**src/rtl/rlmc_pkg.sv**
```systemverilog
// ----------------------------------------------------------------------------
// rlmc_pkg: shared types and helpers for the run-length-limited cost unit
// Widths, cost types, register indexes and saturating arithmetic used by
// every file of the block.
// ----------------------------------------------------------------------------
`default_nettype none

package rlmc_pkg;

  // Longest run that the state can track, and the cost precision.
  localparam int MAX_RUN    = 32;
  localparam int COST_BITS  = 20;

  // Fixed field widths of the channels.
  localparam int IN_COST_W  = 11;
  localparam int OUT_COST_W = 20;
  localparam int CFG_DATA_W = 6;
  localparam int CFG_IDX_W  = 2;

  // Derived widths.
  localparam int RUN_IDX_W  = $clog2(MAX_RUN);
  localparam int RUN_LEN_W  = $clog2(MAX_RUN + 1);
  localparam int SUM_W      = COST_BITS + 1;

  typedef logic [COST_BITS-1:0]  cost_t;
  typedef logic [IN_COST_W-1:0]  in_cost_t;
  typedef logic [OUT_COST_W-1:0] out_cost_t;
  typedef logic [CFG_DATA_W-1:0] cfg_data_t;
  typedef logic [CFG_IDX_W-1:0]  cfg_idx_t;
  typedef logic [RUN_LEN_W-1:0]  run_len_t;
  typedef logic [SUM_W-1:0]      sum_t;

  typedef cost_t [MAX_RUN-1:0]   cost_arr_t;
  typedef logic [MAX_RUN-1:0]    run_mask_t;

  localparam cost_t     COST_MAX = '1;
  localparam out_cost_t OUT_MAX  = '1;

  // Register indexes of the configuration port.
  typedef enum logic [CFG_IDX_W-1:0] {
    REG_MIN_RUN = 2'd0,
    REG_MAX_RUN = 2'd1
  } cfg_reg_e;

  // Effective run limits after clamping.
  typedef struct packed {
    run_len_t lo;
    run_len_t hi;
  } run_lim_t;

  // Best entry found by a minimum tree.
  typedef struct packed {
    cost_t cost;
    logic  any;
  } best_t;

  function automatic cost_t sat_add(cost_t a, in_cost_t b);
    sum_t s;
    s = sum_t'(a) + sum_t'(b);
    return (s > sum_t'(COST_MAX)) ? COST_MAX : cost_t'(s);
  endfunction

  function automatic out_cost_t sat_out(cost_t c);
    if (32'(c) > 32'(OUT_MAX)) return OUT_MAX;
    return out_cost_t'(c);
  endfunction

  function automatic run_len_t clamp_run(cfg_data_t v);
    if (v == '0) return run_len_t'(1);
    if (int'(v) > MAX_RUN) return run_len_t'(MAX_RUN);
    return run_len_t'(v);
  endfunction

endpackage

`default_nettype wire

```
**src/rtl/rlmc_min_tree.sv**
```systemverilog
// ----------------------------------------------------------------------------
// rlmc_min_tree: masked minimum over the run-length entries of one colour
// Balanced compare tree over all entries that are valid and selected.
// ----------------------------------------------------------------------------
`default_nettype none

module rlmc_min_tree (
  input  rlmc_pkg::cost_arr_t cost_i,
  input  rlmc_pkg::run_mask_t ok_i,
  input  rlmc_pkg::run_mask_t sel_i,
  output rlmc_pkg::best_t     best_o
);
  import rlmc_pkg::*;

  localparam int TREE_N = 1 << RUN_IDX_W;

  cost_t node_cost [RUN_IDX_W+1][TREE_N];
  logic  node_ok   [RUN_IDX_W+1][TREE_N];

  always_comb begin
    for (int l = 0; l <= RUN_IDX_W; l++) begin
      for (int i = 0; i < TREE_N; i++) begin
        node_cost[l][i] = '0;
        node_ok[l][i]   = 1'b0;
      end
    end
    for (int i = 0; i < MAX_RUN; i++) begin
      node_cost[0][i] = cost_i[i];
      node_ok[0][i]   = ok_i[i] & sel_i[i];
    end
    // On a tie the lower run length wins; the value is the same either way.
    for (int l = 0; l < RUN_IDX_W; l++) begin
      for (int i = 0; i < TREE_N; i++) begin
        if (i < (TREE_N >> (l + 1))) begin
          if (node_ok[l][2*i] &&
              (!node_ok[l][2*i+1] || (node_cost[l][2*i] <= node_cost[l][2*i+1]))) begin
            node_cost[l+1][i] = node_cost[l][2*i];
          end else begin
            node_cost[l+1][i] = node_cost[l][2*i+1];
          end
          node_ok[l+1][i] = node_ok[l][2*i] | node_ok[l][2*i+1];
        end
      end
    end
  end

  assign best_o.cost = node_cost[RUN_IDX_W][0];
  assign best_o.any  = node_ok[RUN_IDX_W][0];

endmodule

`default_nettype wire

```
**config.mk**
```make
export PLATFORM = sky130hd
export DESIGN_NAME = rlmc_min_tree
export DESIGN_NICKNAME = d
export VERILOG_FILES = /design/src/rtl/rlmc_pkg.sv /design/src/rtl/rlmc_min_tree.sv
export SDC_FILE = /design/constraint.sdc
export NUM_CORES = 2
export LEC_CHECK = 0
export ABC_AREA = 1
export BUFFER_PORTS_ARGS = -buffer_cell sky130_fd_sc_hd__buf_2
export CAP_MARGIN = 20
export CELL_PAD_IN_SITES_DETAIL_PLACEMENT = 0
export CELL_PAD_IN_SITES_GLOBAL_PLACEMENT = 1
export CORE_ASPECT_RATIO = 0.6
export CORE_MARGIN = 2
export CORE_UTILIZATION = 34
export DETAILED_ROUTE_END_ITERATION = 6
export GPL_ROUTABILITY_DRIVEN = 0
export GPL_TIMING_DRIVEN = 1
export PLACE_DENSITY = 0.82
export SLEW_MARGIN = 25
export SYNTH_ARGS = -nofsm -noshare
export SYNTH_HDL_FRONTEND = slang
export SYNTH_SLANG_ARGS = --single-unit
export TNS_END_PERCENT = 100
```
**constraint.sdc**
```tcl
create_clock -name vclk -period 11.1
set_input_delay 2.22 -clock vclk [all_inputs]
set_output_delay 2.22 -clock vclk [all_outputs]
set_load 0.01 [all_outputs]
```
==> impl_metrics.csv <==
group,metric,value,unit
run_status,violations,"setup timing",
synthesis,yosys-mux-area-fraction,0,
grt,grt_pass1_wl,218000,µm
synthesis,synth_area_per_cell,5.61,µm²
power,seq_power_share,0,
run_status,status,"finished with violations",
synthesis,synth.distinct_cells,41,
die,die_h,222,µm
timing,drv_slew,0,
timing,fmax,75.6,MHz
cells_and_area,n_fill_cell,7440,
hold_path,min_path_type,"input port to output pin",
synthesis,synth_compound_area_frac,0.0830,
worst_setup_path,crit_arrival,11.00,ns
cells_and_area,drive_gt1_frac,0.428,
grt,grtUsageTotal,0.338,
timing,setup_slack,-2.12,ns
die,core_area,0.0779,mm²
cells_and_area,layout.cells.non_filler,8376,
synthesis,synth_area,0.0269,mm²
job,drv_cap,0,
power,swShare,0.535,
route,drtIter0Drc,3847,
synthesis,netlist_instances,4789,
route,vias,42000,
grt,grt_pass1_vias,39400,
cells_and_area,regArea,0,µm²
die,placementRows,79,
die,die_w,367,µm
route,wirelength,147000,µm
worst_setup_path,crit_required,8.88,ns
route,viasPerCell,5.02,
timing,final-hold-violation-count,0,
die,initial_core_util,0.345,
timing,setup_viol,20,
power,p_int,2.57,mW
cells_and_area,multi_input_area,0.0248,mm²
power,comb_power_share,1.000,
grt,grt_max_degree,21,
route,dr.pass1.iters,6,
die,io_pins,725,
route,drc,0,
power,cellPowerDensity,115,mW/mm²
placed_design,dp_hpwl,131000,µm
synthesis,synthXorXnorAreaFrac,0,
worst_setup_path,worstSetupEndpointType,"output pin",
grt,grt-ovfl-total,0,
worst_setup_path,startpoint_type,"input port",
timing,period_needed,13.22,ns
cells_and_area,syn2layout_area_growth,78.8,%
worst_setup_path,cp_max_fo,9,
timing,slew_headroom,0.590,
worst_setup_path,slowest_stage,"ha_1",
timing,grt_setup_unrepaired,"yes",
timing,worst_slew_pin_slew,0.613,ns
synthesis,synth_top_family_by_area,"simple AND/OR/NAND/NOR gates",
synthesis,yosys_warnings,0,
cells_and_area,design.seq.count,0,
synthesis,syn_nets,6113,
power,ir_worst_vdd,0.187,mV
cells_and_area,final_nets,8642,
timing,fin_crit_sh,1.19,
placed_design,dpl.cell_count,8328,
route,wire_per_inst,17.5,µm
synthesis,synthAdderAreaFrac,0.289,
synthesis,yosysSeqAreaShare,0,
timing,whs,5.49,ns
worst_setup_path,max_stage_delay,0.30,ns
cells_and_area,clock_buffers,0,
die,die_area,0.0814,mm²
power,clkPwrFrac,0,
power,p_sw,2.95,mW
placed_design,port_buffers,725,
route,ant_nets,0,
worst_setup_path,critPathKind,"input port to output pin",
power,leakage,29.3,nW
worst_setup_path,critPathMostFrequentCell,"nand2_1",
synthesis,synthSimpleGateAreaFrac,0.487,
grt,antenna_found_initial,21,
-- cell usage in the layout, fill, tap and decap left out, types with 8 or more instances in the layout --
master and count:
buf_6 27, and2_4 11, a21o_1 23, nand2_1 1344, a21oi_2 14, inv_1 714, nand2_4 19, o21ai_1 9
o21ai_0 62, nor2_1 163, buf_4 1885, nand2_2 106, nor2_2 35, inv_2 10, nand3_4 14, buf_2 710
ha_4 23, nor2_4 12, o21a_1 8, and2_1 168, a21boi_1 9, ha_1 597, nand3_2 169, a21oi_1 249
buf_12 43, nand4_1 29, nand3_1 792
-- worst paths after layout --
kind | from | to | slack, ns | depth (start not counted)
worst max-delay path | cost_i[314] | best_o[8] | -2.12 | 62
worst min-delay path | cost_i[431] | best_o[12] | 5.49 | 10
-- metal layers --
metal  wire length, µm  up-vias  GRT usage
li1                  -    20700          -
met3             13900      165     0.0597
met1             67700    19400      0.486
met4              2000       22     0.0379
met5               176        -          0
met2             63000     1721      0.537
-- critical path, delay by kind of cell --
kind,cells,cell delay [ns]
compound gates,7,0.98
buf+inv,13,1.73
simple gates,37,4.62
fa+ha+maj,5,1.39
-- cells in the mapped netlist --
cell | count | area (µm²)
o21a_1 | 8 | 60.1
nand2_4 | 4 | 45.0
o21bai_1 | 7 | 52.6
nand3b_1 | 2 | 15.0
a211oi_1 | 1 | 7.51
or2_0 | 1 | 6.26
nor2_4 | 1 | 11.3
a21oi_2 | 1 | 8.76
o21ai_0 | 75 | 375
clkbuf_1 | 10 | 37.5
nand3_2 | 56 | 561
a21boi_2 | 1 | 11.3
inv_2 | 3 | 11.3
and2_1 | 179 | 1120
buf_2 | 55 | 275
nor2_2 | 11 | 68.8
a21oi_1 | 264 | 1320
ha_1 | 620 | 7760
nor3_2 | 3 | 30.0
a41oi_1 | 3 | 26.3
buf_1 | 22 | 82.6
nor3_1 | 1 | 5.00
nand2_2 | 60 | 375
nand4_2 | 1 | 12.5
nand4_1 | 29 | 181
buf_12 | 4 | 80.1
clkbuf_4 | 1 | 7.51
nor4b_2 | 1 | 15.0
buf_4 | 36 | 270
buf_6 | 28 | 315
nor2_1 | 198 | 743
nand2_1 | 1406 | 5280
nand3_1 | 919 | 4600
a21o_1 | 23 | 173
a21boi_0 | 12 | 90.1
nor4_1 | 2 | 12.5
inv_1 | 726 | 2730
o21ai_1 | 2 | 10.0
a31oi_1 | 3 | 18.8
a2111oi_0 | 1 | 8.76
a21boi_1 | 9 | 67.6
-- final cells by class --
cell class | count | area share
diodes | 7 | 0.000364
repair buffers | 2680 | 0.399
repair inverters | 1 | 0.000130
well taps | 1053 | 0.0274
inverters | 729 | 0.0577
multi-input cells | 3906 | 0.515
-- power by group through the flow --
stage | registers (mW) | logic (mW) | clock network [mW]
2_1_floorplan | 0 | 2.15 | 0
3_3_place_gp | 0 | 4.56 | 0
3_5_place_dp | 0 | 4.65 | 0
4_1_cts | 0 | 5.16 | 0
5_1_grt | 0 | 5.92 | 0.0000000724
6_report | 0 | 5.51 | 0.000000104
-- cells by family after synthesis --
family          Yosys count
buf+inv                 885
compound gates          410
fa+ha+maj               620
simple gates           2874
-- per-stage QoR --
step | cell area [µm²] | utilization | setup TNS [ns] | setup WS [ns] | total power, mW
floorplan | 27200 | - | -1.51 | -0.0896 | 2.15
global placement | 46000 | 0.590 | -44.17 | -2.28 | 4.56
detailed placement | 46000 | 0.590 | -45.90 | -2.38 | 4.65
CTS | 46900 | 0.603 | -33.95 | -1.74 | 5.16
global route | 48100 | 0.617 | -49.05 | -2.49 | 5.92
finish | 48100 | 0.617 | -41.57 | -2.12 | 5.51
-- timing repair --
| action | CTS | global route |
|---|---|---|
| pin swaps | 21 | 39 |
| hold buffers | 0 | 0 |
| gates resized for setup | 181 | 206 |
| endpoints found under the setup margin | 20 | 20 |
| cloned | 8 | 9 |
| buffers inserted | 13 | 11 |
Power figures use the tool's default switching activity.
