File: config.mk
export PLATFORM = sky130hd
export DESIGN_NAME = rlmc_run_state
export DESIGN_NICKNAME = d
export VERILOG_FILES = /design/src/rtl/rlmc_pkg.sv /design/src/rtl/rlmc_run_state.sv
export SDC_FILE = /design/constraint.sdc
export NUM_CORES = 2
export LEC_CHECK = 0
export BUFFER_PORTS_ARGS = -buffer_cell sky130_fd_sc_hd__buf_2
export CORE_AREA = 2 2 550 552
export CTS_CLUSTER_DIAMETER = 150
export CTS_CLUSTER_SIZE = 30
export DETAILED_ROUTE_END_ITERATION = 8
export DIE_AREA = 0 0 552 554
export GPL_ROUTABILITY_DRIVEN = 0
export PLACE_DENSITY_LB_ADDON = 0.2
export SYNTH_ARGS = -nofsm -noshare
export SYNTH_HDL_FRONTEND = slang
export SYNTH_SLANG_ARGS = --single-unit
export TNS_END_PERCENT = 1
File: constraint.sdc
create_clock -name clk_i -period 48.7 [get_ports clk_i]
set_input_delay 9.74 -clock clk_i [delete_from_list [all_inputs] [get_ports clk_i]]
set_output_delay 9.74 -clock clk_i [all_outputs]
set_load 0.03 [all_outputs]
File: src/rtl/rlmc_pkg.sv
// ----------------------------------------------------------------------------
// rlmc_pkg: shared types and helpers for the run-length-limited cost unit
// Widths, cost types, register indexes and saturating arithmetic used by
// every file of the block.
// ----------------------------------------------------------------------------
`default_nettype none

package rlmc_pkg;

  // Longest run that the state can track, and the cost precision.
  localparam int MAX_RUN    = 32;
  localparam int COST_BITS  = 20;

  // Fixed field widths of the channels.
  localparam int IN_COST_W  = 11;
  localparam int OUT_COST_W = 20;
  localparam int CFG_DATA_W = 6;
  localparam int CFG_IDX_W  = 2;

  // Derived widths.
  localparam int RUN_IDX_W  = $clog2(MAX_RUN);
  localparam int RUN_LEN_W  = $clog2(MAX_RUN + 1);
  localparam int SUM_W      = COST_BITS + 1;

  typedef logic [COST_BITS-1:0]  cost_t;
  typedef logic [IN_COST_W-1:0]  in_cost_t;
  typedef logic [OUT_COST_W-1:0] out_cost_t;
  typedef logic [CFG_DATA_W-1:0] cfg_data_t;
  typedef logic [CFG_IDX_W-1:0]  cfg_idx_t;
  typedef logic [RUN_LEN_W-1:0]  run_len_t;
  typedef logic [SUM_W-1:0]      sum_t;

  typedef cost_t [MAX_RUN-1:0]   cost_arr_t;
  typedef logic [MAX_RUN-1:0]    run_mask_t;

  localparam cost_t     COST_MAX = '1;
  localparam out_cost_t OUT_MAX  = '1;

  // Register indexes of the configuration port.
  typedef enum logic [CFG_IDX_W-1:0] {
    REG_MIN_RUN = 2'd0,
    REG_MAX_RUN = 2'd1
  } cfg_reg_e;

  // Effective run limits after clamping.
  typedef struct packed {
    run_len_t lo;
    run_len_t hi;
  } run_lim_t;

  // Best entry found by a minimum tree.
  typedef struct packed {
    cost_t cost;
    logic  any;
  } best_t;

  function automatic cost_t sat_add(cost_t a, in_cost_t b);
    sum_t s;
    s = sum_t'(a) + sum_t'(b);
    return (s > sum_t'(COST_MAX)) ? COST_MAX : cost_t'(s);
  endfunction

  function automatic out_cost_t sat_out(cost_t c);
    if (32'(c) > 32'(OUT_MAX)) return OUT_MAX;
    return out_cost_t'(c);
  endfunction

  function automatic run_len_t clamp_run(cfg_data_t v);
    if (v == '0) return run_len_t'(1);
    if (int'(v) > MAX_RUN) return run_len_t'(MAX_RUN);
    return run_len_t'(v);
  endfunction

endpackage

`default_nettype wire

File: src/rtl/rlmc_run_state.sv
// ----------------------------------------------------------------------------
// rlmc_run_state: per-colour, per-run-length cost registers
// Holds the best cost for each colour and current run length and advances
// all entries by one column on every accepted beat.
// ----------------------------------------------------------------------------
`default_nettype none

module rlmc_run_state (
  input  logic                clk_i,
  input  logic                rst_ni,
  input  logic                upd_i,
  input  rlmc_pkg::in_cost_t  cost_a_i,
  input  rlmc_pkg::in_cost_t  cost_b_i,
  input  logic                last_i,
  input  rlmc_pkg::run_lim_t  lim_i,
  input  rlmc_pkg::best_t     best_a_i,
  input  rlmc_pkg::best_t     best_b_i,
  output rlmc_pkg::cost_arr_t cost_a_o,
  output rlmc_pkg::cost_arr_t cost_b_o,
  output rlmc_pkg::run_mask_t ok_a_o,
  output rlmc_pkg::run_mask_t ok_b_o,
  output logic                at_first_o
);
  import rlmc_pkg::*;

  cost_arr_t cost_a_q, cost_a_d, cost_b_q, cost_b_d;
  run_mask_t ok_a_q, ok_a_d, ok_b_q, ok_b_d;
  logic      at_first_q, at_first_d;

  always_comb begin
    cost_a_d   = cost_a_q;
    cost_b_d   = cost_b_q;
    ok_a_d     = ok_a_q;
    ok_b_d     = ok_b_q;
    at_first_d = at_first_q;
    if (upd_i) begin
      at_first_d = last_i;
      if (at_first_q) begin
        ok_a_d      = '0;
        ok_b_d      = '0;
        ok_a_d[0]   = 1'b1;
        ok_b_d[0]   = 1'b1;
        cost_a_d[0] = sat_add('0, cost_a_i);
        cost_b_d[0] = sat_add('0, cost_b_i);
      end else begin
        // A new run of one colour starts from the best finished run of the other.
        ok_a_d[0]   = best_b_i.any;
        cost_a_d[0] = sat_add(best_b_i.cost, cost_a_i);
        ok_b_d[0]   = best_a_i.any;
        cost_b_d[0] = sat_add(best_a_i.cost, cost_b_i);
        for (int idx = 1; idx < MAX_RUN; idx++) begin
          ok_a_d[idx]   = (run_len_t'(idx) < lim_i.hi) && ok_a_q[idx-1];
          cost_a_d[idx] = sat_add(cost_a_q[idx-1], cost_a_i);
          ok_b_d[idx]   = (run_len_t'(idx) < lim_i.hi) && ok_b_q[idx-1];
          cost_b_d[idx] = sat_add(cost_b_q[idx-1], cost_b_i);
        end
      end
    end
  end

  always_ff @(posedge clk_i or negedge rst_ni) begin
    if (!rst_ni) begin
      ok_a_q     <= '0;
      ok_b_q     <= '0;
      at_first_q <= 1'b1;
    end else begin
      ok_a_q     <= ok_a_d;
      ok_b_q     <= ok_b_d;
      at_first_q <= at_first_d;
    end
  end

  always_ff @(posedge clk_i) begin
    cost_a_q <= cost_a_d;
    cost_b_q <= cost_b_d;
  end

  assign cost_a_o   = cost_a_q;
  assign cost_b_o   = cost_b_q;
  assign ok_a_o     = ok_a_q;
  assign ok_b_o     = ok_b_q;
  assign at_first_o = at_first_q;

endmodule

`default_nettype wire
==> out/metrics.yaml <==
run:
  maxCapViolations: 0
cts:
  cts_root_buf: "clkbuf_16"
  cts_tree: "built"
  clk_latency_ns: 0.81
  clk_pin_slew_worst_paths_ns: 0.12
  cts_made_buffers: 54
  clockBufferDepth: 3
  clock-sinks: 1345
  cts_hold_buf: 0
  post_cts_resized: 0
  cts_setup_buffers: 0
  htree_levels: 2
drt:
  wire_per_inst_um: 25.19
  dr.pass1.iters: 6
  wl_um: 356200
  vias_per_cell: 5.265
  drtAntennaViolNets: 0
  vias: 74450
  first_iter_violations: 6174
  drc: 0
timing:
  worstMarginPinSlew_ns: 1.405
  finalSetupTns_ns: 0
  hold_slack_ns: 0.4972
  slew-limit-headroom: 0.03901
  skew_ns: 0.06428
  min_period_ns: 15.98
  finalMaxSlewViolations: 0
  rsz0062_at_grt: "no"
  hold_viol: 0
  setup_viol: 0
  fin_crit_sh: 0.3280
  fin_ws_ns: 32.72
  max_freq_ghz: 0.06260
die:
  core_area_um2: 299300
  dieWidth_um: 552
  dieArea_um2: 305800
  die_height_um: 554
  initial_utilization: 0.2969
  io_pins: 1425
  row_count: 201
final_layout:
  nFillCells: 30440
  syn_to_final_growth_pct: 15.32
  drive_gt1_frac: 0.1823
  nets: 10990
synth:
  seq_area_frac_synth: 0.4509
  synth.area.top_cells: "edfxtp_1, ha_1, nand2_1"
  ys_ff_latch: 1345
  synthesis.area_um2: 88850
  yosysWarnings: 0
  ys.flop_type: "edfxtp_1"
  synth_top_family_by_area: "compound AO/OA/AOI/OAI gates"
  synth_top_area_cell: "edfxtp_1"
  synthSimpleGateAreaFrac: 0.1671
  synth_compound_area_frac: 0.1671
  synth_top_area_share: 0.4326
  syn_avg_cell_area_um2: 10.16
  synth_xor_area_frac: 0.05402
  async_flop_share: 0.04833
  syn_inst: 8746
  ys_types: 112
  syn_nets: 9594
  yosys.area_share.adder: 0.1136
  synth_edf_count: 1280
  synthMuxAreaShare: 0.02469
critical_path:
  path_cells: "buf_4, nand2_1, inv_8, buf_4, buf_4, buf_4, buf_4, buf_4"
  slowest_stage: "buf_4"
  crit_family: "buffers and inverters"
  slowest_delay_ns: 0.95
  r2r_slack_ns: 41.36
  path_buf_inv: 7
  cp_max_fo: 129
  crit_arrival_ns: 16.39
  start_kind: "input pin"
  required_ns: 49.12
  critPathKind: "in -> reg"
  cp_common_cell: "buf_4"
  end_kind: "flop"
placed_design:
  port_buffers: 1418
  dp_hpwl_um: 286500
  place_ws_ns: 31.91
outcome:
  status: "completed"
global_routing:
  grt_max_degree: 167
  antenna_found_initial: 37
  grt_usage: 0.2230
  grt_pass1_wl_um: 504400
  grt_overflow_total: 0
  grt_pass1_vias: 71210
power_and_ir_drop:
  cellPowerDensity_nw_per_um2: 37.00
  ir_drop_v: 0.00003130
  leakage_nw: 42.47
hold_path:
  hold_path.class: "reg -> reg"
-- per-layer routing --
layer / share of wire / GRT usage / vias up
met3: 0.090 / 0.07398 / 454
li1: - / - / 35300
met2: 0.46 / 0.3703 / 2319
met1: 0.40 / 0.2637 / 36370
met4: 0.046 / 0.09096 / 8
met5: 0.00016 / 0 / -
-- power breakdown --
group | internal (W) | total, W | switching, W
clock | 0.000232 | 0.000644 | 0.000411
combinational | 0.000513 | 0.00153 | 0.00101
sequential | 0.00148 | 0.00162 | 0.000137
total | 0.00223 | 0.00379 | 0.00156
-- final timing paths --
path                                             start                           to  cells after the start
worst max-delay path                             upd_i  cost_a_o[497]$_SDFFCE_PN1P_                      8
worst min-delay path            ok_b_o[26]$_DFFE_PN0P_       ok_b_o[27]$_DFFE_PN0P_                      2
worst max register to register  at_first_o$_DFFE_PN1P_  cost_a_o[497]$_SDFFCE_PN1P_                      9
worst min register to register  ok_b_o[26]$_DFFE_PN0P_       ok_b_o[27]$_DFFE_PN0P_                      2
max in group asynchronous                       rst_ni       ok_b_o[25]$_DFFE_PN0P_                      2
min in group asynchronous                       rst_ni       ok_a_o[14]$_DFFE_PN0P_                      2
-- cell families (layout without fill, tap and decap cells) --
logic type | Yosys count | count (layout)
muxes | 196 | 196
and+or+nand+nor | 3119 | 3119
adders and majority gates | 768 | 768
buffers and inverters | 509 | 1930
AOI/OAI and AO/OA | 2261 | 2261
xor gates and xnor gates | 548 | 548
DFF | 1345 | 1345
other | 0 | 14
-- flip-flops by register name, indices dropped and copies added, names as in the netlist --
| register | count |
|---|---|
| at_first_o | 1 |
| cost_a_o | 640 |
| cost_b_o | 640 |
| ok_a_o | 32 |
| ok_b_o | 32 |
-- cells in the final DEF, fill, tap and decap left out, types with 31 or more instances in the layout --
master	count
buf_2	1409
edfxtp_1	1280
nand2_1	1168
ha_1	704
o21ai_0	625
nor2_1	552
a21oi_1	473
inv_1	374
xor2_1	321
nand3_1	306
nand2b_1	245
o21a_1	227
xnor2_1	227
mux2_2	184
nor3_1	183
and3_1	161
a21o_1	152
nor2b_1	136
a211oi_1	135
a31oi_1	100
or3_1	79
nand4_1	71
fa_1	64
dfrtp_1	64
buf_4	60
clkbuf_16	55
o21bai_1	52
o211ai_1	49
and2_1	43
or2_2	36
o21ai_1	35
o31ai_1	34
o31a_1	31
and4_1	31
-- stage by stage --
| step | total power [W] | instance area (µm²) | utilization | std cells |
|---|---|---|---|---|
| 2_1_floorplan | 0.002734 | 88850 | - | 8746 |
| 3_3_place_gp | 0.003142 | 100700 | 0.3366 | 14040 |
| 3_5_place_dp | 0.003166 | 100700 | 0.3366 | 14040 |
| 4_1_cts | 0.003818 | 102400 | 0.3423 | 14130 |
| 5_1_grt | 0.004007 | 102500 | 0.3424 | 14140 |
| 6_report | 0.003791 | 102500 | 0.3424 | 14140 |
-- layout make-up --
type	instances	area, µm²	share of cell area
Multi-Input combinational cell	6892	46770	0.4565
Sequential cell	1345	40060	0.3910
Timing Repair Buffer	1470	7522	0.07341
Antenna cell	14	35.03	0.0003419
Clock inverter	15	267.8	0.002613
Inverter	377	1425	0.01391
Clock buffer	68	1425	0.01391
Tap cell	3958	4952	0.04833
-- worst reg2reg max path, delay by kind of cell (launching register included) --
family,cells,cell delay (ns)
buffers and inverters,8,6.09
DFF,1,0.43
and+or+nand+nor,1,0.32
-- synthesized netlist by cell type (all sizes together), types with 64 or more instances --
cell / instances
a211oi: 137
a21o: 152
a21oi: 479
a31oi: 104
and3: 161
clkbuf: 69
dfrtp: 64
edfxtp: 1280
fa: 64
ha: 704
inv: 377
mux2: 185
nand2: 1168
nand2b: 245
nand3: 308
nand4: 72
nor2: 552
nor2b: 137
nor3: 184
o21a: 227
o21ai: 664
or3: 80
xnor2: 227
xor2: 321
No activity file was read; power rests on OpenSTA's default activity.
